## src/rtl/lpmf_pkg.sv

```systemverilog
// ---------------------------------------------------------------------------
// lpmf_pkg
// Shared widths, codes and beat types for the lidar point merge filter.
// ---------------------------------------------------------------------------
`default_nettype none

package lpmf_pkg;

    // Field widths
    localparam int COORD_BITS    = 24;
    localparam int ROT_FRAC_BITS = 16;
    localparam int COEF_BITS     = 32;
    localparam int TIME_BITS     = 32;
    localparam int OUT_TIME_BITS = TIME_BITS + 1;
    localparam int BYTE_BITS     = 8;
    localparam int BLIND_BITS    = 32;
    localparam int CFG_DATA_BITS = 32;
    localparam int CFG_IDX_BITS  = 3;

    // Transform store layout: three row-major 3x4 matrices
    localparam int AXES          = 3;
    localparam int XF_COLS       = 4;
    localparam int XF_WORDS      = AXES * XF_COLS;
    localparam int XF_COUNT      = 3;
    localparam int NUM_COEF      = XF_WORDS * XF_COUNT;
    localparam int COEF_IDX_BITS = 6;
    localparam int SLOT_BITS     = $clog2(XF_WORDS);
    localparam int NUM_PROD      = AXES * AXES;

    // Datapath widths
    localparam int PROD_BITS  = COEF_BITS + COORD_BITS;
    localparam int SUM_BITS   = PROD_BITS + 2;
    localparam int SHR_BITS   = SUM_BITS - ROT_FRAC_BITS;
    localparam int XF_BITS    = ((SHR_BITS > COEF_BITS) ? SHR_BITS : COEF_BITS) + 1;
    localparam int ABS_BITS   = COORD_BITS + 1;
    localparam int SQ_BITS    = 2 * COORD_BITS;
    localparam int D2_BITS    = SQ_BITS + 2;

    typedef logic signed [COORD_BITS-1:0] coord_t;
    typedef coord_t [AXES-1:0]            coord3_t;
    typedef logic signed [COEF_BITS-1:0]  coef_t;
    typedef coef_t [XF_WORDS-1:0]         xform_t;
    typedef coef_t [AXES-1:0]             coef3_t;
    typedef logic signed [PROD_BITS-1:0]  prod_t;
    typedef prod_t [NUM_PROD-1:0]         prod9_t;
    typedef logic signed [SUM_BITS-1:0]   sum_t;
    typedef logic signed [XF_BITS-1:0]    xf_t;
    typedef xf_t [AXES-1:0]               xf3_t;
    typedef logic [ABS_BITS-1:0]          abs_t;
    typedef logic [SQ_BITS-1:0]           sq_t;
    typedef sq_t [AXES-1:0]               sq3_t;
    typedef logic [D2_BITS-1:0]           d2_t;

    localparam sum_t ROUND_HALF = sum_t'(1) <<< (ROT_FRAC_BITS - 1);

    typedef enum logic {
        REQ_POINT,
        REQ_COEF
    } req_t;

    typedef enum logic {
        SRC_LIDAR1,
        SRC_LIDAR2
    } src_t;

    typedef enum logic [CFG_IDX_BITS-1:0] {
        REG_BOX_ENABLE,
        REG_BOX_MIN_X,
        REG_BOX_MAX_X,
        REG_BOX_MIN_Y,
        REG_BOX_MAX_Y,
        REG_BOX_MIN_Z,
        REG_BOX_MAX_Z,
        REG_BLIND_RANGE_SQ
    } cfg_reg_t;

    typedef struct packed {
        req_t                     req_type;
        src_t                     lidar_sel;
        coord_t                   pos_x;
        coord_t                   pos_y;
        coord_t                   pos_z;
        logic [BYTE_BITS-1:0]     reflect;
        logic [BYTE_BITS-1:0]     point_tag;
        logic [BYTE_BITS-1:0]     scan_line;
        logic [TIME_BITS-1:0]     time_offset;
        logic [TIME_BITS-1:0]     frame_shift;
        logic [COEF_IDX_BITS-1:0] coef_index;
        coef_t                    coef_value;
    } in_item_t;

    typedef struct packed {
        coord_t                   out_x;
        coord_t                   out_y;
        coord_t                   out_z;
        logic [BYTE_BITS-1:0]     out_reflect;
        logic [BYTE_BITS-1:0]     out_tag;
        logic [BYTE_BITS-1:0]     out_line;
        logic [OUT_TIME_BITS-1:0] out_time;
        src_t                     out_source;
    } out_item_t;

    // Live configuration
    typedef struct packed {
        logic                  box_enable;
        coord3_t               box_lo;
        coord3_t               box_hi;
        logic [BLIND_BITS-1:0] blind_lim;
    } cfg_t;

    // Fields that ride along the pipe untouched
    typedef struct packed {
        coord3_t                  pos;
        logic [BYTE_BITS-1:0]     reflect;
        logic [BYTE_BITS-1:0]     tag;
        logic [BYTE_BITS-1:0]     line;
        logic [OUT_TIME_BITS-1:0] time_sum;
        src_t                     src;
    } meta_t;

    // Products stage
    typedef struct packed {
        meta_t  meta;
        sq3_t   sq;
        prod9_t pbox;
        prod9_t pmrg;
        coef3_t tbox;
        coef3_t tmrg;
    } prod_data_t;

    // Sums stage
    typedef struct packed {
        meta_t meta;
        d2_t   d2;
        xf3_t  qbox;
        xf3_t  qmrg;
    } sum_data_t;

endpackage

`default_nettype wire

```

## src/rtl/lpmf_sum_stage.sv

```systemverilog
// ---------------------------------------------------------------------------
// lpmf_sum_stage
// Squared range and the rounded, translated rows of both transforms.
// ---------------------------------------------------------------------------
`default_nettype none

module lpmf_sum_stage
    import lpmf_pkg::*;
(
    input  logic       clk,
    input  logic       rst_n,
    input  logic       load,
    input  logic       prev_valid,
    input  prod_data_t prev,
    output logic       valid,
    output sum_data_t  data
);

    logic      valid_reg;
    sum_data_t data_reg;
    sum_data_t data_next;
    sum_t      acc_box;
    sum_t      acc_mrg;

    always_comb
    begin
        acc_box = '0;
        acc_mrg = '0;

        data_next.meta = prev.meta;
        data_next.d2   = d2_t'(prev.sq[0]) + d2_t'(prev.sq[1]) + d2_t'(prev.sq[2]);

        // Row = floor((sum of products + half) / 2^F) + translation
        for (int r = 0; r < AXES; r++)
        begin
            acc_box = sum_t'($signed(prev.pbox[r*AXES]))
                    + sum_t'($signed(prev.pbox[r*AXES+1]))
                    + sum_t'($signed(prev.pbox[r*AXES+2]))
                    + ROUND_HALF;
            acc_mrg = sum_t'($signed(prev.pmrg[r*AXES]))
                    + sum_t'($signed(prev.pmrg[r*AXES+1]))
                    + sum_t'($signed(prev.pmrg[r*AXES+2]))
                    + ROUND_HALF;
            data_next.qbox[r] = xf_t'(acc_box >>> ROT_FRAC_BITS)
                              + xf_t'($signed(prev.tbox[r]));
            data_next.qmrg[r] = xf_t'(acc_mrg >>> ROT_FRAC_BITS)
                              + xf_t'($signed(prev.tmrg[r]));
        end
    end

    always_ff @(posedge clk or negedge rst_n)
    begin
        if (!rst_n)
            valid_reg <= 1'b0;
        else if (load)
            valid_reg <= prev_valid;
    end

    always_ff @(posedge clk)
    begin
        if (load)
            data_reg <= data_next;
    end

    assign valid = valid_reg;
    assign data  = data_reg;

endmodule

`default_nettype wire

```

## config.mk

```make
export PLATFORM = sky130hd
export DESIGN_NAME = lpmf_sum_stage
export DESIGN_NICKNAME = d
export VERILOG_FILES = /design/src/rtl/lpmf_pkg.sv /design/src/rtl/lpmf_sum_stage.sv
export SDC_FILE = /design/constraint.sdc
export NUM_CORES = 2
export LEC_CHECK = 0
export ABC_AREA = 1
export CAP_MARGIN = 20
export CELL_PAD_IN_SITES_DETAIL_PLACEMENT = 1
export CELL_PAD_IN_SITES_GLOBAL_PLACEMENT = 1
export CORE_AREA = 2 2 747 749
export CTS_BUF_LIST = sky130_fd_sc_hd__clkbuf_16
export DETAILED_ROUTE_END_ITERATION = 10
export DIE_AREA = 0 0 749 751
export DONT_BUFFER_PORTS = 1
export PLACE_DENSITY_LB_ADDON = 0.05
export SLEW_MARGIN = 20
export SYNTH_ARGS = -nofsm -noshare
export SYNTH_HDL_FRONTEND = slang
export SYNTH_SLANG_ARGS = --single-unit
```

## constraint.sdc

```tcl
create_clock -name clk -period 1 [get_ports clk]
set_clock_uncertainty 0.2 [all_clocks]
set_input_delay 0.15 -clock clk [delete_from_list [all_inputs] [get_ports clk]]
set_output_delay 0.15 -clock clk [all_outputs]
set_load 0.05 [all_outputs]
```

==> impl_metrics.toml <==
[status]
status = "finished with violations"
violations = "negative hold slack, negative setup slack"

[sta]
final_max_slew_viol_count = 0
timing.fmax_mhz = 264
fin_crit_sh_pct = 379
fin_ws_ns = -2.79
hold_viol = 466
worst_pin_slew_ns = 0.874
slew_headroom_pct = 41.7
hold_slack_ns = -0.688
fin_crit_ns = 3.79
rsz0062_at_grt = "true"
finalSetupViolCount = 935

[grt]
grt_usage_pct = 19.4
gr-usage-met1_pct = 23.9
overflow = 0
grt_antenna_before_repair = 110
use_met3_pct = 3.15
grt_pass1_vias = 97956
use_met2_pct = 35.6
grt_max_degree = 167
grt_most_used_layer = "met2"
grt_pass1_wl_mm = 770

[setup_path]
worstPathMaxFanout = 4
path_buf_inv = 7
worstPathArrival_ns = 4.12
critPathKind = "in -> reg"
start_kind = "input port"
critical_path.max_stage_delay_ns = 0.55
critPathTopFamily = "simple AND/OR/NAND/NOR gates"
crit_required_ns = 1.33
cp_common_cell = "nand2_1"
crit_path_end_kind = "register"
slowest_stage = "fa_1"

[floorplan]
fp.dieW_um = 749
num_io_pins = 1917
die_area_um2 = 562000
die_h_um = 751
start_util_pct = 13.5
rows = 274
core_um2 = 555000

[finish]
fillers = 65427
nNetsFinal = 17911
final_cells = 22473
drive_gt1_share_pct = 44.0
layout_commonest_cell = "buf_4"
area_growth_pct = 87.3
fin_area_um2 = 141000
final_cell_mix = "2644 x buf_4, 2352 x nand2_1, 2336 x inv_1, 713 x nor2_1, 664 x nand2_2"
largest_register_ffs = 438

[clocking]
clk_latency_ns = 0.77
clkTransAtPathRegs_ns = 0.06
cts_tree = "built"
clock_path_buffers = 4
cts_buffers = 78
htreeDepth = 3
cts-root-buf = "clkbuf_16"
hold_buffers = 267
cts_sinks = 439

[yosys]
syn_avg_cell_area_um2 = 6.53
async_reset_ff_share_pct = 0.228
synth_top_cell_area_share_pct = 17.5
yosys_warnings = 0
ys_seq_area_share_pct = 17.6
synth_top_area_cell = "edfxtp_1"
yosys_register_bits = 439
synth.cell_area_um2 = 75000
synthesis.nets = 14331
ys_top_cells_by_area = "edfxtp_1 18%, ha_1 16%, nand2_1 16%"
synth_edf_count = 438
ys_types = 43
dominantRegCellSynth = "edfxtp_1"
synthCells = 11491

[placed_design]
place_inst = 21880
io_buffer_count = 0
placed_area_um2 = 122000
post-place-ws_ns = -4.59
gp_congestion = 0.921
hpwl_mm = 519

[route]
antenna_left = 0
first_pass_iters = 5
drc_errors = 0
post_drt_wl_per_cell_um = 25.1
detail_route.vias_per_cell = 3.94
wl_mm = 564
drt-initial-drc-count = 3029
vias = 88442

[pwr]
power.total_uw = 398000
leakagePower_uw = 0.0644
power_density_nw_per_um2 = 2830
ir_drop_v = 0.00141

[hold_path]
worstHoldPathType = "in -> reg"

[run]
drv_cap = 0
metrics by stage:
stage	setup TNS [ns]	util, %
after global routing	-1168.59	25.3
after global placement	-1451.62	22.0
after CTS	-1179.67	24.1
after detailed placement	-1453.16	22.0
final	-1097.78	25.3
after floorplan	-720.45	-
power breakdown:
group          internal [µW]  switching (µW)
logic                 147000          184000
registers              31900            6350
clock network          15600           12200
total                 195000          203000
timing repair:
item / in CTS / in global routing
setup buffers: 76 / 94
pin swaps: 335 / 628
endpoints found under the setup margin: 911 / 919
hold endpoints to repair: 631 / 471
gates resized for setup: 1409 / 1463
cell families (layout without fill, tap and decap cells):
family | after synthesis | in the layout | share of synthesized area (%)
simple gates | 5360 | 5360 | 29.1
buf+inv | 2465 | 6102 | 12.3
compound gates | 1590 | 1590 | 11.3
fa+ha+maj | 1362 | 1362 | 26.6
flops | 439 | 439 | 17.6
xor+xnor | 274 | 274 | 3.20
mux | 1 | 1 | 0.0150
other cells | 0 | 31 | 0
cell type report:
cell class                      instances  area, µm²  share of cell area (%)
Antenna cell                           31       77.6                  0.0552
Sequential cell                       439      13200                    9.38
Clock inverter                         58        438                   0.312
Clock buffer                           79       1980                    1.41
Inverter                             2464       9380                    6.67
Multi-Input combinational cell       8587      72400                    51.5
Timing Repair Buffer                 3501      33900                    24.1
Tap cell                             7314       9150                    6.51
synthesized netlist by cell type (42+ instances only):
master,instances
a21oi_1,890
xnor2_1,62
nor3_1,106
o21bai_1,65
xor2_1,212
o21a_1,42
nand4_1,179
fa_1,385
nand3_1,503
inv_1,2455
a21o_1,44
edfxtp_1,438
ha_1,977
nor2_1,1264
nand2_1,3175
o21ai_0,468
final timing paths:
| check | start | end | slack (ns) | depth (start not counted) |
|---|---|---|---|---|
| setup reg to reg | valid | valid | 0.05 | 1 |
| setup / recovery | prev[889] | data[207] | -2.79 | 27 |
| hold reg to reg | valid | valid | 0.32 | 1 |
| min in group asynchronous | rst_n | valid | 0.48 | 3 |
| hold / removal | load | data[222] | -0.69 | 0 |
| max in group asynchronous | rst_n | valid | 0.01 | 3 |
layer usage:
layer  vias to the layer above  share of wire [%]
met5                         -              0.036
met4                        32                2.0
met3                       350                3.9
met2                      1505                 51
met1                     42988                 43
li1                      43567                  -
Power figures use the tool's default switching activity.
