$ cat src/rtl/lpmf_pkg.sv
// ---------------------------------------------------------------------------
// lpmf_pkg
// Shared widths, codes and beat types for the lidar point merge filter.
// ---------------------------------------------------------------------------
`default_nettype none

package lpmf_pkg;

    // Field widths
    localparam int COORD_BITS    = 24;
    localparam int ROT_FRAC_BITS = 16;
    localparam int COEF_BITS     = 32;
    localparam int TIME_BITS     = 32;
    localparam int OUT_TIME_BITS = TIME_BITS + 1;
    localparam int BYTE_BITS     = 8;
    localparam int BLIND_BITS    = 32;
    localparam int CFG_DATA_BITS = 32;
    localparam int CFG_IDX_BITS  = 3;

    // Transform store layout: three row-major 3x4 matrices
    localparam int AXES          = 3;
    localparam int XF_COLS       = 4;
    localparam int XF_WORDS      = AXES * XF_COLS;
    localparam int XF_COUNT      = 3;
    localparam int NUM_COEF      = XF_WORDS * XF_COUNT;
    localparam int COEF_IDX_BITS = 6;
    localparam int SLOT_BITS     = $clog2(XF_WORDS);
    localparam int NUM_PROD      = AXES * AXES;

    // Datapath widths
    localparam int PROD_BITS  = COEF_BITS + COORD_BITS;
    localparam int SUM_BITS   = PROD_BITS + 2;
    localparam int SHR_BITS   = SUM_BITS - ROT_FRAC_BITS;
    localparam int XF_BITS    = ((SHR_BITS > COEF_BITS) ? SHR_BITS : COEF_BITS) + 1;
    localparam int ABS_BITS   = COORD_BITS + 1;
    localparam int SQ_BITS    = 2 * COORD_BITS;
    localparam int D2_BITS    = SQ_BITS + 2;

    typedef logic signed [COORD_BITS-1:0] coord_t;
    typedef coord_t [AXES-1:0]            coord3_t;
    typedef logic signed [COEF_BITS-1:0]  coef_t;
    typedef coef_t [XF_WORDS-1:0]         xform_t;
    typedef coef_t [AXES-1:0]             coef3_t;
    typedef logic signed [PROD_BITS-1:0]  prod_t;
    typedef prod_t [NUM_PROD-1:0]         prod9_t;
    typedef logic signed [SUM_BITS-1:0]   sum_t;
    typedef logic signed [XF_BITS-1:0]    xf_t;
    typedef xf_t [AXES-1:0]               xf3_t;
    typedef logic [ABS_BITS-1:0]          abs_t;
    typedef logic [SQ_BITS-1:0]           sq_t;
    typedef sq_t [AXES-1:0]               sq3_t;
    typedef logic [D2_BITS-1:0]           d2_t;

    localparam sum_t ROUND_HALF = sum_t'(1) <<< (ROT_FRAC_BITS - 1);

    typedef enum logic {
        REQ_POINT,
        REQ_COEF
    } req_t;

    typedef enum logic {
        SRC_LIDAR1,
        SRC_LIDAR2
    } src_t;

    typedef enum logic [CFG_IDX_BITS-1:0] {
        REG_BOX_ENABLE,
        REG_BOX_MIN_X,
        REG_BOX_MAX_X,
        REG_BOX_MIN_Y,
        REG_BOX_MAX_Y,
        REG_BOX_MIN_Z,
        REG_BOX_MAX_Z,
        REG_BLIND_RANGE_SQ
    } cfg_reg_t;

    typedef struct packed {
        req_t                     req_type;
        src_t                     lidar_sel;
        coord_t                   pos_x;
        coord_t                   pos_y;
        coord_t                   pos_z;
        logic [BYTE_BITS-1:0]     reflect;
        logic [BYTE_BITS-1:0]     point_tag;
        logic [BYTE_BITS-1:0]     scan_line;
        logic [TIME_BITS-1:0]     time_offset;
        logic [TIME_BITS-1:0]     frame_shift;
        logic [COEF_IDX_BITS-1:0] coef_index;
        coef_t                    coef_value;
    } in_item_t;

    typedef struct packed {
        coord_t                   out_x;
        coord_t                   out_y;
        coord_t                   out_z;
        logic [BYTE_BITS-1:0]     out_reflect;
        logic [BYTE_BITS-1:0]     out_tag;
        logic [BYTE_BITS-1:0]     out_line;
        logic [OUT_TIME_BITS-1:0] out_time;
        src_t                     out_source;
    } out_item_t;

    // Live configuration
    typedef struct packed {
        logic                  box_enable;
        coord3_t               box_lo;
        coord3_t               box_hi;
        logic [BLIND_BITS-1:0] blind_lim;
    } cfg_t;

    // Fields that ride along the pipe untouched
    typedef struct packed {
        coord3_t                  pos;
        logic [BYTE_BITS-1:0]     reflect;
        logic [BYTE_BITS-1:0]     tag;
        logic [BYTE_BITS-1:0]     line;
        logic [OUT_TIME_BITS-1:0] time_sum;
        src_t                     src;
    } meta_t;

    // Products stage
    typedef struct packed {
        meta_t  meta;
        sq3_t   sq;
        prod9_t pbox;
        prod9_t pmrg;
        coef3_t tbox;
        coef3_t tmrg;
    } prod_data_t;

    // Sums stage
    typedef struct packed {
        meta_t meta;
        d2_t   d2;
        xf3_t  qbox;
        xf3_t  qmrg;
    } sum_data_t;

endpackage

`default_nettype wire

$ cat src/rtl/lpmf_coef_bank.sv
// ---------------------------------------------------------------------------
// lpmf_coef_bank
// Three 3x4 transform banks plus per-bank loaded flags.
// ---------------------------------------------------------------------------
`default_nettype none

module lpmf_coef_bank
    import lpmf_pkg::*;
(
    input  logic                     clk,
    input  logic                     rst_n,
    input  logic                     wr_en,
    input  logic [COEF_IDX_BITS-1:0] wr_index,
    input  coef_t                    wr_value,
    input  src_t                     tgt_sel,
    output xform_t                   tgt_xf,
    output xform_t                   mrg_xf,
    output logic                     all_loaded
);

    // Bank A: lidar1 to target, bank B: lidar2 to target, bank M: lidar2 to lidar1
    coef_t bank_a_reg [XF_WORDS];
    coef_t bank_b_reg [XF_WORDS];
    coef_t bank_m_reg [XF_WORDS];

    logic [XF_COUNT-1:0]      loaded_reg;
    logic [XF_COUNT-1:0]      loaded_next;
    logic                     wr_a;
    logic                     wr_b;
    logic                     wr_m;
    logic [COEF_IDX_BITS-1:0] idx_rel;
    logic [SLOT_BITS-1:0]     slot;

    always_comb
    begin
        wr_a    = 1'b0;
        wr_b    = 1'b0;
        wr_m    = 1'b0;
        idx_rel = wr_index;
        if (wr_index < COEF_IDX_BITS'(XF_WORDS))
        begin
            wr_a = wr_en;
        end
        else if (wr_index < COEF_IDX_BITS'(2 * XF_WORDS))
        begin
            wr_b    = wr_en;
            idx_rel = wr_index - COEF_IDX_BITS'(XF_WORDS);
        end
        else if (wr_index < COEF_IDX_BITS'(NUM_COEF))
        begin
            wr_m    = wr_en;
            idx_rel = wr_index - COEF_IDX_BITS'(2 * XF_WORDS);
        end
        slot        = idx_rel[SLOT_BITS-1:0];
        loaded_next = loaded_reg | {wr_m, wr_b, wr_a};
    end

    always_ff @(posedge clk or negedge rst_n)
    begin
        if (!rst_n)
            loaded_reg <= '0;
        else
            loaded_reg <= loaded_next;
    end

    always_ff @(posedge clk)
    begin
        if (wr_a)
            bank_a_reg[slot] <= wr_value;
        if (wr_b)
            bank_b_reg[slot] <= wr_value;
        if (wr_m)
            bank_m_reg[slot] <= wr_value;
    end

    always_comb
    begin
        for (int j = 0; j < XF_WORDS; j++)
        begin
            tgt_xf[j] = (tgt_sel == SRC_LIDAR2) ? bank_b_reg[j] : bank_a_reg[j];
            mrg_xf[j] = bank_m_reg[j];
        end
    end

    assign all_loaded = &loaded_reg;

endmodule

`default_nettype wire

$ cat config.mk
export PLATFORM = sky130hd
export DESIGN_NAME = lpmf_coef_bank
export DESIGN_NICKNAME = d
export VERILOG_FILES = /design/src/rtl/lpmf_pkg.sv /design/src/rtl/lpmf_coef_bank.sv
export SDC_FILE = /design/constraint.sdc
export NUM_CORES = 1
export LEC_CHECK = 0
export ABC_CLOCK_PERIOD_IN_PS = 2600
export BUFFER_PORTS_ARGS = -buffer_cell sky130_fd_sc_hd__buf_2
export CORE_AREA = 2 2 320 322
export CTS_BUF_LIST = sky130_fd_sc_hd__clkbuf_2
export DETAILED_ROUTE_END_ITERATION = 6
export DIE_AREA = 0 0 322 324
export SLEW_MARGIN = 15
export SYNTH_ARGS = -nofsm -noshare
export SYNTH_HDL_FRONTEND = slang
export SYNTH_SLANG_ARGS = --single-unit
$ cat constraint.sdc
create_clock -name clk -period 2.6 [get_ports clk]
set_input_delay 0 -clock clk [delete_from_list [all_inputs] [get_ports clk]]
set_output_delay 0 -clock clk [all_outputs]
set_load 0.02 [all_outputs]
==> reports/metrics.yaml <==
die:
  dieHeight_um: 324
  die_area_um2: 104000
  rows: 117
  start_util: 0.394
  core_um2: 101000
  die_w_um: 322
  pin_count: 811
sta:
  timing.final.crit_period_ns: 2.65
  rsz0062_at_grt: "no"
  hold_viol_final: 0
  fin_skew_ns: 0
  fin_hold_ws_ns: 0.245
  setup_tns_ns: -0.500
  fin_crit_sh: 1.02
  worst_slack_ns: -0.0496
  fmax_ghz: 0.377
  finalSetupViolCount: 16
  slew_violations: 0
  tightest_slew_ns: 1.09
  slew_headroom: 0.273
setup_path:
  cp.required_ns: 3.71
  criticalPathCategory: "input port to flip-flop"
  critPathCaptureType: "flip-flop"
  crit_fanout: 28
  critPathLaunchType: "input port"
  arrival_ns: 3.76
grt:
  grt_overflow: 0
  track_usage: 0.243
  first_global_vias: 23200
  grt_pass1_wl_mm: 172
  antenna_found_initial: 21
  grt_max_degree: 97
synthesis:
  synth-seq-area-share: 0.871
  synthFlopType: "edfxtp_1"
  synthArstFlopShare: 0.00260
  netlist_area_um2: 39800
  ys_top_cells_by_area: "edfxtp_1 87%, mux2_2 11%, buf_2 0.48%"
  ys_seq_elements: 1155
  synth_warnings: 0
  synth_top_area_cell: "edfxtp_1"
  synth-edff-count: 1152
  syn_nets: 1711
  syn_inst: 1667
  post_synth.cell_area_avg_um2: 23.9
  yosys.area.top_type_share: 0.870
  synth.distinct_cells: 36
layout:
  drive_above_1_share: 0.575
  fin_area_um2: 51300
  final_common_cell: "edfxtp_1"
  n_fill_cell: 8321
  nNetsFinal: 3014
  area_growth_syn_to_layout_pct: 28.9
  layout_common_cells: "1152 x edfxtp_1, 787 x buf_2, 411 x clkbuf_2, 368 x mux2_2, 110 x dlygate4sd3_1"
outcome:
  status: "complete, but fails checks"
  violations: "negative setup slack"
hold_path:
  hold_class: "input port to flip-flop"
clock_network:
  clockBufferDepth: 4
  clkTransAtPathRegs_ns: 0.08
  cts.sinks: 1155
  cts_htree_levels: 5
  clk_latency_ns: 1.39
  root_buffer: "clkbuf_2"
  cts_buffers: 303
  cts_tree: "built"
routing:
  vias: 22700
  drt-pass1-iter-count: 5
  wl_mm: 130
  drt-initial-drc-count: 2202
  drc: 0
  wl_per_cell_um: 29.2
  detail-route-antenna-nets: 0
  vias_per_cell: 5.11
placed_design:
  place_area_um2: 47100
  dp_slack_ns: 0.164
  port-buffer-count: 810
  detailed_place_hpwl_mm: 77.8
  gp_congestion: 0.789
power:
  power_mw: 34.4
  clkPwrFrac: 0.333
  p_per_area_nw_per_um2: 670
  leakage_nw: 18.7
  pwr-share-comb: 0.067
  swShare: 0.248
  ir_drop_mv: 0.478
  p_sw_mw: 8.51
  seqPwrFrac: 0.600
  p_int_mw: 25.8
job:
  max_cap_viol_count: 0
worst paths after layout:
| kind | start | end | slack [ns] | cells past startpoint |
|---|---|---|---|---|
| worst min-delay path | wr_index[3] | loaded_reg[2] | 0.25 | 6 |
| worst min register to register | loaded_reg[2] | loaded_reg[2] | 0.47 | 1 |
| min in group asynchronous | rst_n | loaded_reg[1] | 0.68 | 5 |
| worst max-delay path | wr_index[4] | bank_b_reg[6][28] | -0.05 | 11 |
| max in group asynchronous | rst_n | loaded_reg[2] | 1.78 | 5 |
| worst max register to register | loaded_reg[0] | loaded_reg[0] | 1.82 | 1 |
synth_stat cells (3+ instances only):
cell and instances:
edfxtp_1 1152, mux2_2 384, buf_2 38, nor3_1 17
nand2_1 11, nor2_1 7, nor3_2 7, clkbuf_1 6
nand2b_1 5, dfrtp_1 3, nand4_1 3, nor4b_1 3
metrics by stage:
stage | instances | util
2_1_floorplan | 1667 | -
6_report | 4449 | 0.508
3_5_place_dp | 3839 | 0.466
3_3_place_gp | 3839 | 0.466
4_1_cts | 4440 | 0.507
5_1_grt | 4442 | 0.507
worst max-delay path, cell delays in order:
cell           delay [ns]
dlygate4sd3_1        0.58
dlygate4sd3_1        0.64
buf_2                0.17
dlygate4sd3_1        0.61
o21ai_2              0.12
o2111ai_4            0.16
buf_12               0.22
nor4b_4              0.25
dlygate4sd3_1        0.64
buf_12               0.15
buf_12               0.21
cell type report:
class                      instances  area (um^2)  share of cell area
sequential                      1155        34700               0.676
timing repair buffer            1046         7230               0.141
multi-input combinational        462         5330               0.104
clock buffer                     411         2060              0.0401
tap                             1309         1640              0.0319
clock inverter                    56          314             0.00613
antenna                            8         20.0            0.000391
inverter                           2         7.51            0.000146
power groups by stage:
stage | clock, mW | sequential (mW) | combinational (mW)
2_1_floorplan | 0 | 21.1 | 0.812
3_3_place_gp | 0 | 21.0 | 2.03
3_5_place_dp | 0 | 21.0 | 2.05
4_1_cts | 11.8 | 20.6 | 2.33
5_1_grt | 12.7 | 20.6 | 2.39
6_report | 11.4 | 20.6 | 2.31
kinds of logic (layout without fill, tap and decap cells):
| family | count (synthesis) | in the layout | synth area share |
|---|---|---|---|
| muxes | 385 | 385 | 0.109 |
| AOI/OAI and AO/OA | 5 | 5 | 0.00142 |
| and+or+nand+nor | 68 | 68 | 0.0105 |
| adders and majority gates | 2 | 2 | 0.000629 |
| buffers and inverters | 50 | 1515 | 0.00638 |
| DFF | 1155 | 1155 | 0.871 |
| xor gates and xnor gates | 2 | 2 | 0.000629 |
| other | 0 | 8 | 0 |
layer usage:
metal,global-route usage,wire (um),vias up
met5,0,50,-
met4,0.110,5100,8
met3,0.0767,11900,244
met2,0.400,63900,1345
met1,0.294,48700,11700
li1,-,-,9463
what timing repair did:
action | in CTS | in global routing
endpoints found under the setup margin | 25 | 187
hold buffers | 134 | 1
gates resized for setup | 57 | 3
pin swaps | 0 | 1
endpoints found under the hold margin | 2310 | 265
buffers inserted | 0 | 1
gates cloned | 0 | 0
No activity file was read; power rests on OpenSTA's default activity.
