## config.mk

```make
export PLATFORM = sky130hd
export DESIGN_NAME = lpmf_out_stage
export DESIGN_NICKNAME = d
export VERILOG_FILES = /design/src/rtl/lpmf_pkg.sv /design/src/rtl/lpmf_out_stage.sv
export SDC_FILE = /design/constraint.sdc
export NUM_CORES = 1
export LEC_CHECK = 0
export ABC_AREA = 1
export ABC_CLOCK_PERIOD_IN_PS = 1200
export BUFFER_PORTS_ARGS = -buffer_cell sky130_fd_sc_hd__buf_2
export CORE_AREA = 8 8 288 290
export DETAILED_ROUTE_END_ITERATION = 16
export DIE_AREA = 0 0 296 298
export GPL_ROUTABILITY_DRIVEN = 1
export SLEW_MARGIN = 15
export SYNTH_ARGS = -nofsm -noshare
export SYNTH_HDL_FRONTEND = slang
export SYNTH_SLANG_ARGS = --single-unit
```

## constraint.sdc

```tcl
create_clock -name clk -period 1.2 [get_ports clk]
set_input_delay 0 -clock clk [delete_from_list [all_inputs] [get_ports clk]]
set_output_delay 0 -clock clk [all_outputs]
set_load 0.1 [all_outputs]
```

## src/rtl/lpmf_pkg.sv

```systemverilog
// ---------------------------------------------------------------------------
// lpmf_pkg
// Shared widths, codes and beat types for the lidar point merge filter.
// ---------------------------------------------------------------------------
`default_nettype none

package lpmf_pkg;

    // Field widths
    localparam int COORD_BITS    = 24;
    localparam int ROT_FRAC_BITS = 16;
    localparam int COEF_BITS     = 32;
    localparam int TIME_BITS     = 32;
    localparam int OUT_TIME_BITS = TIME_BITS + 1;
    localparam int BYTE_BITS     = 8;
    localparam int BLIND_BITS    = 32;
    localparam int CFG_DATA_BITS = 32;
    localparam int CFG_IDX_BITS  = 3;

    // Transform store layout: three row-major 3x4 matrices
    localparam int AXES          = 3;
    localparam int XF_COLS       = 4;
    localparam int XF_WORDS      = AXES * XF_COLS;
    localparam int XF_COUNT      = 3;
    localparam int NUM_COEF      = XF_WORDS * XF_COUNT;
    localparam int COEF_IDX_BITS = 6;
    localparam int SLOT_BITS     = $clog2(XF_WORDS);
    localparam int NUM_PROD      = AXES * AXES;

    // Datapath widths
    localparam int PROD_BITS  = COEF_BITS + COORD_BITS;
    localparam int SUM_BITS   = PROD_BITS + 2;
    localparam int SHR_BITS   = SUM_BITS - ROT_FRAC_BITS;
    localparam int XF_BITS    = ((SHR_BITS > COEF_BITS) ? SHR_BITS : COEF_BITS) + 1;
    localparam int ABS_BITS   = COORD_BITS + 1;
    localparam int SQ_BITS    = 2 * COORD_BITS;
    localparam int D2_BITS    = SQ_BITS + 2;

    typedef logic signed [COORD_BITS-1:0] coord_t;
    typedef coord_t [AXES-1:0]            coord3_t;
    typedef logic signed [COEF_BITS-1:0]  coef_t;
    typedef coef_t [XF_WORDS-1:0]         xform_t;
    typedef coef_t [AXES-1:0]             coef3_t;
    typedef logic signed [PROD_BITS-1:0]  prod_t;
    typedef prod_t [NUM_PROD-1:0]         prod9_t;
    typedef logic signed [SUM_BITS-1:0]   sum_t;
    typedef logic signed [XF_BITS-1:0]    xf_t;
    typedef xf_t [AXES-1:0]               xf3_t;
    typedef logic [ABS_BITS-1:0]          abs_t;
    typedef logic [SQ_BITS-1:0]           sq_t;
    typedef sq_t [AXES-1:0]               sq3_t;
    typedef logic [D2_BITS-1:0]           d2_t;

    localparam sum_t ROUND_HALF = sum_t'(1) <<< (ROT_FRAC_BITS - 1);

    typedef enum logic {
        REQ_POINT,
        REQ_COEF
    } req_t;

    typedef enum logic {
        SRC_LIDAR1,
        SRC_LIDAR2
    } src_t;

    typedef enum logic [CFG_IDX_BITS-1:0] {
        REG_BOX_ENABLE,
        REG_BOX_MIN_X,
        REG_BOX_MAX_X,
        REG_BOX_MIN_Y,
        REG_BOX_MAX_Y,
        REG_BOX_MIN_Z,
        REG_BOX_MAX_Z,
        REG_BLIND_RANGE_SQ
    } cfg_reg_t;

    typedef struct packed {
        req_t                     req_type;
        src_t                     lidar_sel;
        coord_t                   pos_x;
        coord_t                   pos_y;
        coord_t                   pos_z;
        logic [BYTE_BITS-1:0]     reflect;
        logic [BYTE_BITS-1:0]     point_tag;
        logic [BYTE_BITS-1:0]     scan_line;
        logic [TIME_BITS-1:0]     time_offset;
        logic [TIME_BITS-1:0]     frame_shift;
        logic [COEF_IDX_BITS-1:0] coef_index;
        coef_t                    coef_value;
    } in_item_t;

    typedef struct packed {
        coord_t                   out_x;
        coord_t                   out_y;
        coord_t                   out_z;
        logic [BYTE_BITS-1:0]     out_reflect;
        logic [BYTE_BITS-1:0]     out_tag;
        logic [BYTE_BITS-1:0]     out_line;
        logic [OUT_TIME_BITS-1:0] out_time;
        src_t                     out_source;
    } out_item_t;

    // Live configuration
    typedef struct packed {
        logic                  box_enable;
        coord3_t               box_lo;
        coord3_t               box_hi;
        logic [BLIND_BITS-1:0] blind_lim;
    } cfg_t;

    // Fields that ride along the pipe untouched
    typedef struct packed {
        coord3_t                  pos;
        logic [BYTE_BITS-1:0]     reflect;
        logic [BYTE_BITS-1:0]     tag;
        logic [BYTE_BITS-1:0]     line;
        logic [OUT_TIME_BITS-1:0] time_sum;
        src_t                     src;
    } meta_t;

    // Products stage
    typedef struct packed {
        meta_t  meta;
        sq3_t   sq;
        prod9_t pbox;
        prod9_t pmrg;
        coef3_t tbox;
        coef3_t tmrg;
    } prod_data_t;

    // Sums stage
    typedef struct packed {
        meta_t meta;
        d2_t   d2;
        xf3_t  qbox;
        xf3_t  qmrg;
    } sum_data_t;

endpackage

`default_nettype wire

```

## src/rtl/lpmf_out_stage.sv

```systemverilog
// ---------------------------------------------------------------------------
// lpmf_out_stage
// Blind-zone and box decisions, coordinate saturation, result register.
// ---------------------------------------------------------------------------
`default_nettype none

module lpmf_out_stage
    import lpmf_pkg::*;
(
    input  logic      clk,
    input  logic      rst_n,
    input  logic      load,
    input  logic      prev_valid,
    input  sum_data_t prev,
    input  cfg_t      cfg,
    output logic      valid,
    output out_item_t item
);

    localparam coord_t COORD_MAX = {1'b0, {(COORD_BITS-1){1'b1}}};
    localparam coord_t COORD_MIN = {1'b1, {(COORD_BITS-1){1'b0}}};

    function automatic coord_t sat_coord(input xf_t v);
        coord_t res;
        if (v > xf_t'(COORD_MAX))
            res = COORD_MAX;
        else if (v < xf_t'(COORD_MIN))
            res = COORD_MIN;
        else
            res = coord_t'(v);
        return res;
    endfunction

    logic      valid_reg;
    logic      valid_next;
    out_item_t item_reg;
    out_item_t item_next;
    logic      in_blind;
    logic      in_box;
    coord3_t   res;

    always_comb
    begin
        in_blind = (cfg.blind_lim != '0) && (prev.d2 < d2_t'(cfg.blind_lim));

        // Inclusive box; an inverted bound pair never matches
        in_box = cfg.box_enable;
        for (int i = 0; i < AXES; i++)
        begin
            if ((prev.qbox[i] < xf_t'($signed(cfg.box_lo[i]))) ||
                (prev.qbox[i] > xf_t'($signed(cfg.box_hi[i]))))
                in_box = 1'b0;
        end

        for (int i = 0; i < AXES; i++)
        begin
            res[i] = (prev.meta.src == SRC_LIDAR2) ? sat_coord(prev.qmrg[i])
                                                   : prev.meta.pos[i];
        end

        valid_next = prev_valid && !in_blind && !in_box;

        item_next.out_x       = res[0];
        item_next.out_y       = res[1];
        item_next.out_z       = res[2];
        item_next.out_reflect = prev.meta.reflect;
        item_next.out_tag     = prev.meta.tag;
        item_next.out_line    = prev.meta.line;
        item_next.out_time    = prev.meta.time_sum;
        item_next.out_source  = prev.meta.src;
    end

    always_ff @(posedge clk or negedge rst_n)
    begin
        if (!rst_n)
            valid_reg <= 1'b0;
        else if (load)
            valid_reg <= valid_next;
    end

    always_ff @(posedge clk)
    begin
        if (load)
            item_reg <= item_next;
    end

    assign valid = valid_reg;
    assign item  = item_reg;

endmodule

`default_nettype wire

```

==> impl_metrics.tcl, run 1 <==
set metrics [dict create \
    tns_ns -5.65 \
    cp_max_fo 20 \
    worst_pin_slew_ns 0.530 \
    crit_chain "buf_2 -> clkinvlp_4 -> buf_12 -> ha_1 -> a21oi_1 -> nor2_1 -> o21bai_1 -> nand2_1 -> a21oi_2 -> nand3_1 -> nand2_1 -> nand3_2 -> nor2_4 -> nand3_2 -> nand2_2 -> nand2_2" \
    crit_path_top_delay_cell "ha_1" \
    ys_warn_count 0 \
    final_layout_size_suffix_gt1_frac 0.423 \
    clkLatencyLatePin_ns 0.45 \
    synth_top_area_frac 0.298 \
    yosys.cell_types.count 36 \
    peakVddDrop_mv 0.936 \
    synth-seq-cells 131 \
    antenna_found_initial 51 \
    drv_slew 0 \
    power_mw 20.6 \
    via_per_inst 4.13 \
    layout_common_cells "624 x buf_2, 326 x nand2_1, 261 x ha_1" \
    final_common_cell "buf_2" \
    crit_family "simple AND/OR/NAND/NOR gates" \
    die_y_um 298 \
    htreeDepth 4 \
    r2r_cells 2 \
    grt_pass1_vias 16324 \
    hold_ws_ns 0.0128 \
    syn-cell-area_um2 13100 \
    grt_max_degree 48 \
    largest_reg_flops 130 \
    hold_depth 3 \
    synth.area.top_cells "edfxtp_1 30%, ha_1 27%, nand2_1 9.7%" \
    syn_inst 1614 \
    area_growth_pct 80.4 \
    r2r-end "valid$_DFFE_PN0P_" \
    post-dp-hpwl_um 64800 \
    cap_violations 0 \
    cp-start-kind "input port" \
    setup_viol 44 \
    grt_pass1_wl_um 104000 \
    clk_pin_slew_worst_paths_ns 0.10 \
    rrSetupSlack_ns 0.42 \
    avgRoutedWirePerCell_um 19.9 \
    hold_path.class "input port to flip-flop" \
    io_buffers 749 \
    initial_utilization 0.167 \
    crit_required_ns 1.56 \
    hold_viol_final 0 \
    status "complete, but fails checks" \
    die_area_um2 88200 \
    grtUsageTotal 0.160 \
    vias 15758 \
    cts.sinks 131 \
    syn_avg_cell_area_um2 8.12 \
    skew_ns 0 \
    p_leak_nw 11.9 \
    place_congestion 0.932 \
    layout_setup_ws_ns -0.320 \
    powerDensity_nw_per_um2 872 \
    slowest_delay_ns 0.29 \
    cts-buffers-inserted 17 \
    drt_first_iter_violations 697 \
    min_period_over_period 1.27 \
    clockRootBuffer "clkbuf_16" \
    dr.pass1.iters 5 \
    fin_nets 3639 \
    rows 103 \
    worst_ep_arrival_time_ns 1.88 \
    pin_count 750 \
    synth_area_leader_cell "edfxtp_1" \
    period_needed_ns 1.52 \
    relSlewSlack 0.647 \
    cp_num_buf_inv 3 \
    failed_checks "negative setup slack" \
    drc 0 \
    r2r-start "valid$_DFFE_PN0P_" \
    ant_nets 0 \
    ctsLongestPathBuffers 2 \
    wl_um 75900 \
    yosysSeqAreaShare 0.300 \
    rsz0062_at_grt "true" \
    syn-num-nets 2519 \
    min_from "prev[99]" \
    fp.coreArea_um2 78400 \
    max_freq_ghz 0.658 \
    critPathKind "input port to flip-flop" \
    end_kind "flip-flop" \
    hold_path_end "item[71]$_DFFE_PP_" \
    finish.utilization 0.302 \
    overflow 0 \
    die_width_um 296 \
    place_ws_ns -1.05 \
    cts_tree "built" \
]
report_power, final:
part           switching, mW  internal [mW]  total (mW)
Combinational           6.14           3.50        9.64
Clock                   2.52           2.79        5.31
Sequential             0.155           5.49        5.65
Total                   8.82           11.8        20.6
what timing repair did:
action / in CTS / in global routing
gates resized for setup: 165 / 106
pin swaps: 24 / 25
endpoints found under the setup margin: 133 / 65
buffers inserted: 1 / 7
gates cloned: 3 / 4
hold endpoints to repair: 143 / 0
hold buffers: 200 / 0
per-stage QoR:
stage | area (µm²) | std cells
floorplan | 13200 | 1614
global placement | 19700 | 3550
detailed placement | 19700 | 3550
CTS | 23000 | 3786
global route | 23600 | 3815
finish | 23600 | 3819
cell families (layout without fill, tap and decap cells):
family / after synthesis / count (layout) / synth area share
other: 0 / 22 / 0
and+or+nand+nor: 675 / 675 / 0.227
AOI/OAI and AO/OA: 255 / 255 / 0.119
adders and majority gates: 286 / 286 / 0.273
buffers and inverters: 267 / 1400 / 0.0807
DFF: 131 / 131 / 0.300
layout make-up:
class	count	area, µm²
diodes	22	55.1
clock buffers	17	425
clock inverters	15	161
fillers	8234	54700
inverters	247	951
multi-input cells	1216	8920
flip-flops and latches	131	3930
well taps	1050	1310
repair buffers	1121	7880
worst register-to-register path, cell delays in order, from the launching register on:
cell and delay (ns):
dfrtp_1 0.47, nand2_1 0.15, nand2_2 0.06
routing by layer:
layer,share of wire,vias up,track usage
met3,0.086,153,0.0518
met1,0.38,7073,0.175
li1,-,7799,-
met2,0.50,701,0.287
met5,0.0025,-,0
met4,0.032,32,0.0539
synthesized netlist by cell type (all sizes together):
cell type	n
a211oi	1
a21boi	1
a21o	10
a21oi	169
and2	1
and3	1
buf	10
clkbuf	10
dfrtp	1
edfxtp	130
ha	286
inv	247
nand2	380
nand3	61
nand3b	4
nand4	47
nor2	138
nor3	13
nor3b	2
nor4	25
o2111ai	2
o21a	14
o21ai	54
o21bai	2
o41ai	2
or2	2
or4	1
worst max-delay path by stage:
stage,from,to,cells after the start
after floorplan,cfg[55],valid$_DFFE_PN0P_,17
after global placement,cfg[79],valid$_DFFE_PN0P_,17
after detailed placement,cfg[79],valid$_DFFE_PN0P_,17
after CTS,cfg[151],valid$_DFFE_PN0P_,19
after global routing,cfg[127],valid$_DFFE_PN0P_,16
final,cfg[127],valid$_DFFE_PN0P_,16
(Power assumes the default switching activity.)
==> run 2, diff against run 1 <==
Settings changed: CORE_AREA 8 8 288 290 to 8 8 282 284, DIE_AREA 0 0 296 298 to 0 0 290 292.
==> impl_metrics.tcl, run 2 (synthesis results as in run 1) <==
set metrics [dict create \
    status "complete, but fails checks" \
    failed_checks "negative setup slack" \
    cap_violations 0 \
    hold_path.class "input port to flip-flop" \
    ctsLongestPathBuffers 2 \
    peakVddDrop_mv 0.952 \
    ant_nets 0 \
    grt_max_degree 48 \
    post-place-cells 3482 \
    grtUsageTotal 0.161 \
    combPwrFrac 0.464 \
    post-dp-hpwl_um 62200 \
    regArea_um2 3930 \
    antenna_found_initial 58 \
    clk_pin_slew_worst_paths_ns 0.08 \
    r2r_cells 2 \
    layout_common_cells "612 x buf_2, 331 x nand2_1, 276 x ha_1" \
    multi_input_area_um2 8520 \
    cts-buffers-inserted 17 \
    p_leak_nw 11.9 \
    end_kind "flip-flop" \
    cp-start-kind "input port" \
    drt_first_iter_violations 688 \
    netSwitchingFraction 0.423 \
    area_growth_pct 76.3 \
    seqPwrFrac 0.278 \
    min_period_over_period 1.29 \
    wl_um 72400 \
    die_y_um 292 \
    die_area_um2 84700 \
    final_cells 3756 \
    rsz0062_at_grt "true" \
    pin_count 750 \
    clockRootBuffer "clkbuf_16" \
    crit_required_ns 1.55 \
    fin_nets 3641 \
    skew_ns 0 \
    place_congestion 0.894 \
    die_width_um 290 \
    period_needed_ns 1.54 \
    final_common_cell "buf_2" \
    critPathKind "input port to flip-flop" \
    drv_slew 0 \
    grt_pass1_vias 16430 \
    setup_viol 1 \
    largest_reg_flops 130 \
    layout_setup_ws_ns -0.344 \
    fillCellCount 7875 \
    io_buffers 749 \
    clkLatencyLatePin_ns 0.46 \
    crit_path_end "valid$_DFFE_PN0P_" \
    cts_tree "built" \
    worst_ep_arrival_time_ns 1.90 \
    p_clk_frac 0.258 \
    rrSetupSlack_ns 0.54 \
    cp-startpoint "cfg[151]" \
    rows 101 \
    htreeDepth 4 \
    vias 15724 \
    intPower_mw 11.7 \
    p_switching_mw 8.60 \
    max_freq_ghz 0.648 \
    cp_max_fo 6 \
    avgRoutedWirePerCell_um 19.3 \
    drc 0 \
    cts.sinks 131 \
    fp.coreArea_um2 75200 \
    powerDensity_nw_per_um2 879 \
    r2r-end "valid$_DFFE_PN0P_" \
    worst_pin_slew_ns 0.543 \
    dr.pass1.iters 5 \
    grt_pass1_wl_um 103000 \
    relSlewSlack 0.638 \
    initial_utilization 0.174 \
    hold_ws_ns 0.169 \
    via_per_inst 4.19 \
    r2r-start "valid$_DFFE_PN0P_" \
    final_layout_size_suffix_gt1_frac 0.403 \
    power_mw 20.3 \
    overflow 0 \
    hold_viol_final 0 \
]
## run 2: changes by cell type in the layout (fill, tap and decap cells not counted), sizes merged
cell | previous run | this run
diode | 22 | 29
clkbuf | 38 | 18
dlygate4sd3 | 200 | 203
bufbuf | 1 | 0
inv | 250 | 255
buf | 899 | 918
clkinv | 7 | 3
## run 2: layout make-up
class | instances | share of cell area
antenna | 29 | 0.00314
tap | 978 | 0.0530
clock inverter | 15 | 0.00682
sequential | 131 | 0.170
multi-input combinational | 1216 | 0.369
inverter | 247 | 0.0407
timing repair inverter | 1 | 0.000325
clock buffer | 17 | 0.0184
timing repair buffer | 1122 | 0.339
## run 2: worst max-delay path: stages
cell and delay (ns):
buf_8 0.09, clkinvlp_4 0.19, buf_6 0.20, ha_4 0.27, nand2_4 0.05, nor2_2 0.11
nand2_2 0.05, inv_2 0.06, nand3_2 0.09, nor2_2 0.12, nand2_2 0.07, nand3_2 0.06
nand2_1 0.05, nand2_1 0.06, nand2_2 0.08, nor2_4 0.15, nand3_2 0.08, nand2_2 0.06
nand2_1 0.05
## run 2: repair_timing
action | in CTS | in global routing
hold endpoints to repair | 145 | 0
hold buffers | 203 | 0
endpoints found under the setup margin | 137 | 22
gates cloned | 2 | 1
gates resized for setup | 163 | 49
pin swaps | 13 | 25
buffers inserted | 2 | 5
## run 2: power groups by stage
| stage | registers (mW) | clock network (mW) | logic (mW) |
|---|---|---|---|
| final | 5.65 | 5.24 | 9.42 |
| after global routing | 5.69 | 5.56 | 10.1 |
| after CTS | 5.64 | 5.44 | 9.35 |
| after detailed placement | 5.72 | 0 | 8.38 |
| after global placement | 5.71 | 0 | 8.31 |
| after floorplan | 8.56 | 0 | 2.28 |
## run 2: metal layers
| metal | GRT usage | up-vias | part of all wire |
|---|---|---|---|
| li1 | - | 7818 | - |
| met5 | 0 | - | 0.0017 |
| met3 | 0.0563 | 143 | 0.084 |
| met1 | 0.176 | 7052 | 0.39 |
| met4 | 0.0659 | 22 | 0.035 |
| met2 | 0.285 | 689 | 0.49 |
## run 2: worst min-delay path by stage
stage	from	end	slack (ns)	cells past startpoint
floorplan	rst_n	valid$_DFFE_PN0P_	-0.30	0
global placement	rst_n	valid$_DFFE_PN0P_	-0.21	1
detailed placement	rst_n	valid$_DFFE_PN0P_	-0.22	1
CTS	prev[42]	item[129]$_DFFE_PP_	0.13	4
global route	prev[42]	item[129]$_DFFE_PP_	0.18	4
finish	prev[42]	item[129]$_DFFE_PP_	0.17	4
## run 2: per-stage QoR
| step | area [µm²] | setup TNS (ns) | utilization | setup WS, ns |
|---|---|---|---|---|
| floorplan | 13200 | -1.82 | - | -0.512 |
| global placement | 19600 | -29.61 | 0.261 | -0.974 |
| detailed placement | 19600 | -30.63 | 0.261 | -0.993 |
| CTS | 22800 | -0.320 | 0.303 | -0.320 |
| global route | 23100 | -0.547 | 0.307 | -0.520 |
| finish | 23100 | -0.344 | 0.307 | -0.344 |
==> run 3, diff against run 2 <==
Settings changed: BUFFER_PORTS_ARGS -buffer_cell sky130_fd_sc_hd__buf_2 to -buffer_cell sky130_fd_sc_hd__clkbuf_2.
==> impl_metrics.tcl, run 3 (synthesis results as in run 1) <==
set metrics [dict create \
    io_buffers 749 \
    cp_max_fo 7 \
    hold_path.class "input port to flip-flop" \
    clockRootBuffer "clkbuf_16" \
    grt_pass1_wl_um 102000 \
    cts-buffers-inserted 17 \
    ant_nets 0 \
    powerDensity_nw_per_um2 879 \
    min_period_over_period 1.26 \
    p_clk_frac 0.258 \
    htreeDepth 4 \
    grt_max_degree 48 \
    fin_nets 3632 \
    overflow 0 \
    worst_pin_slew_ns 0.548 \
    skew_ns 0 \
    rsz0062_at_grt "true" \
    r2r-start "valid$_DFFE_PN0P_" \
    grtUsageTotal 0.160 \
    cts_tree "built" \
    layout_common_cells "613 x clkbuf_2, 330 x nand2_1, 270 x ha_1" \
    place_ws_ns -1.05 \
    failed_checks "negative setup slack" \
    largest_reg_flops 130 \
    cap_violations 0 \
    via_per_inst 4.16 \
    crit_required_ns 1.55 \
    die_width_um 290 \
    combPwrFrac 0.464 \
    dr.pass1.iters 5 \
    status "complete, but fails checks" \
    fp.coreArea_um2 75200 \
    p_switching_mw 8.63 \
    p_leak_nw 12.0 \
    finalInstanceArea_um2 23100 \
    rows 101 \
    peakVddDrop_mv 0.920 \
    relSlewSlack 0.635 \
    clk_pin_slew_worst_paths_ns 0.08 \
    seqPwrFrac 0.278 \
    grt_pass1_vias 16135 \
    die_area_um2 84700 \
    drv_slew 0 \
    end_kind "flip-flop" \
    clkLatencyLatePin_ns 0.46 \
    antenna_found_initial 51 \
    wl_um 72200 \
    area_growth_pct 76.6 \
    cp-startpoint "cfg[151]" \
    pin_count 750 \
    worst_ep_arrival_time_ns 1.86 \
    layout_setup_ws_ns -0.306 \
    post-dp-hpwl_um 62200 \
    finish.utilization 0.308 \
    initial_utilization 0.174 \
    intPower_mw 11.7 \
    drt_first_iter_violations 640 \
    min_from "prev[42]" \
    critPathKind "input port to flip-flop" \
    ctsLongestPathBuffers 2 \
    setup_viol 1 \
    cp-start-kind "input port" \
    die_y_um 292 \
    final_layout_size_suffix_gt1_frac 0.404 \
    avgRoutedWirePerCell_um 19.4 \
    vias 15530 \
    netSwitchingFraction 0.424 \
    period_needed_ns 1.51 \
    place_area_um2 19700 \
    final_common_cell "clkbuf_2" \
    cts.sinks 131 \
    place_congestion 0.899 \
    drc 0 \
    hold_viol_final 0 \
    max_freq_ghz 0.664 \
]
## run 3: path summary, 6_finish.rpt
path                                  endpoint  slack, ns  cells after the start
max                          valid$_DFFE_PN0P_      -0.31                     18
min                        item[129]$_DFFE_PP_       0.14                      4
max reg2reg                  valid$_DFFE_PN0P_       0.55                      2
min reg2reg                  valid$_DFFE_PN0P_       0.55                      2
max in group asynchronous    valid$_DFFE_PN0P_       0.70                      3
min in group asynchronous    valid$_DFFE_PN0P_       0.40                      3
## run 3: per-stage QoR
stage               std cells  power (mW)  setup TNS, ns  hold WS [ns]
finish                   3732        20.3         -0.306         0.137
global route             3730        21.5         -0.774         0.158
CTS                      3709        20.4         -0.306        0.0767
detailed placement       3470        14.2         -27.99        -0.211
global placement         3470        14.1         -28.18        -0.207
floorplan                1614        10.8          -1.82        -0.296
## run 3: worst max-delay path, stage by stage
cell and delay, ns:
clkbuf_16 0.11, clkinvlp_4 0.09, buf_12 0.15, ha_4 0.26, nand2_1 0.06, nor2_2 0.13
nor3b_4 0.20, nand2_1 0.09, nor2_1 0.09, nand2_1 0.09, nand3_2 0.07, nand2_1 0.04
nand2_1 0.07, nand2_2 0.08, nor2_4 0.15, nand3_2 0.07, nand2_1 0.06, nand2_1 0.05
## run 3: layout make-up
cell class | count | area (µm²)
diodes | 14 | 35.0
clock buffers | 17 | 425
clock inverters | 15 | 161
fillers | 7844 | 52100
inverters | 247 | 941
multi-input cells | 1216 | 8590
flip-flops and latches | 131 | 3930
well taps | 978 | 1220
repair buffers | 1113 | 7830
repair inverters | 1 | 7.51
## run 3: routing by layer
| metal | wire length, µm | track usage | up-vias |
|---|---|---|---|
| li1 | - | - | 7781 |
| met1 | 28500 | 0.178 | 6948 |
| met2 | 35600 | 0.282 | 627 |
| met3 | 5470 | 0.0510 | 148 |
| met4 | 2540 | 0.0628 | 26 |
| met5 | 165 | 0 | - |
## run 3: what timing repair did
item                                    4_1_cts  5_1_grt
buffers inserted                              3        5
resized for setup                            87       57
hold endpoints to repair                    143        0
cloned                                        1        4
endpoints found under the setup margin       71       17
pin swaps                                    18       28
hold buffers                                203        0
## run 3: power groups by stage
stage / registers (mW) / clock network [mW] / logic [mW]
after floorplan: 8.56 / 0 / 2.28
after global placement: 5.73 / 0 / 8.41
final: 5.66 / 5.25 / 9.44
after CTS: 5.65 / 5.44 / 9.33
after detailed placement: 5.75 / 0 / 8.48
after global routing: 5.69 / 5.58 / 10.2
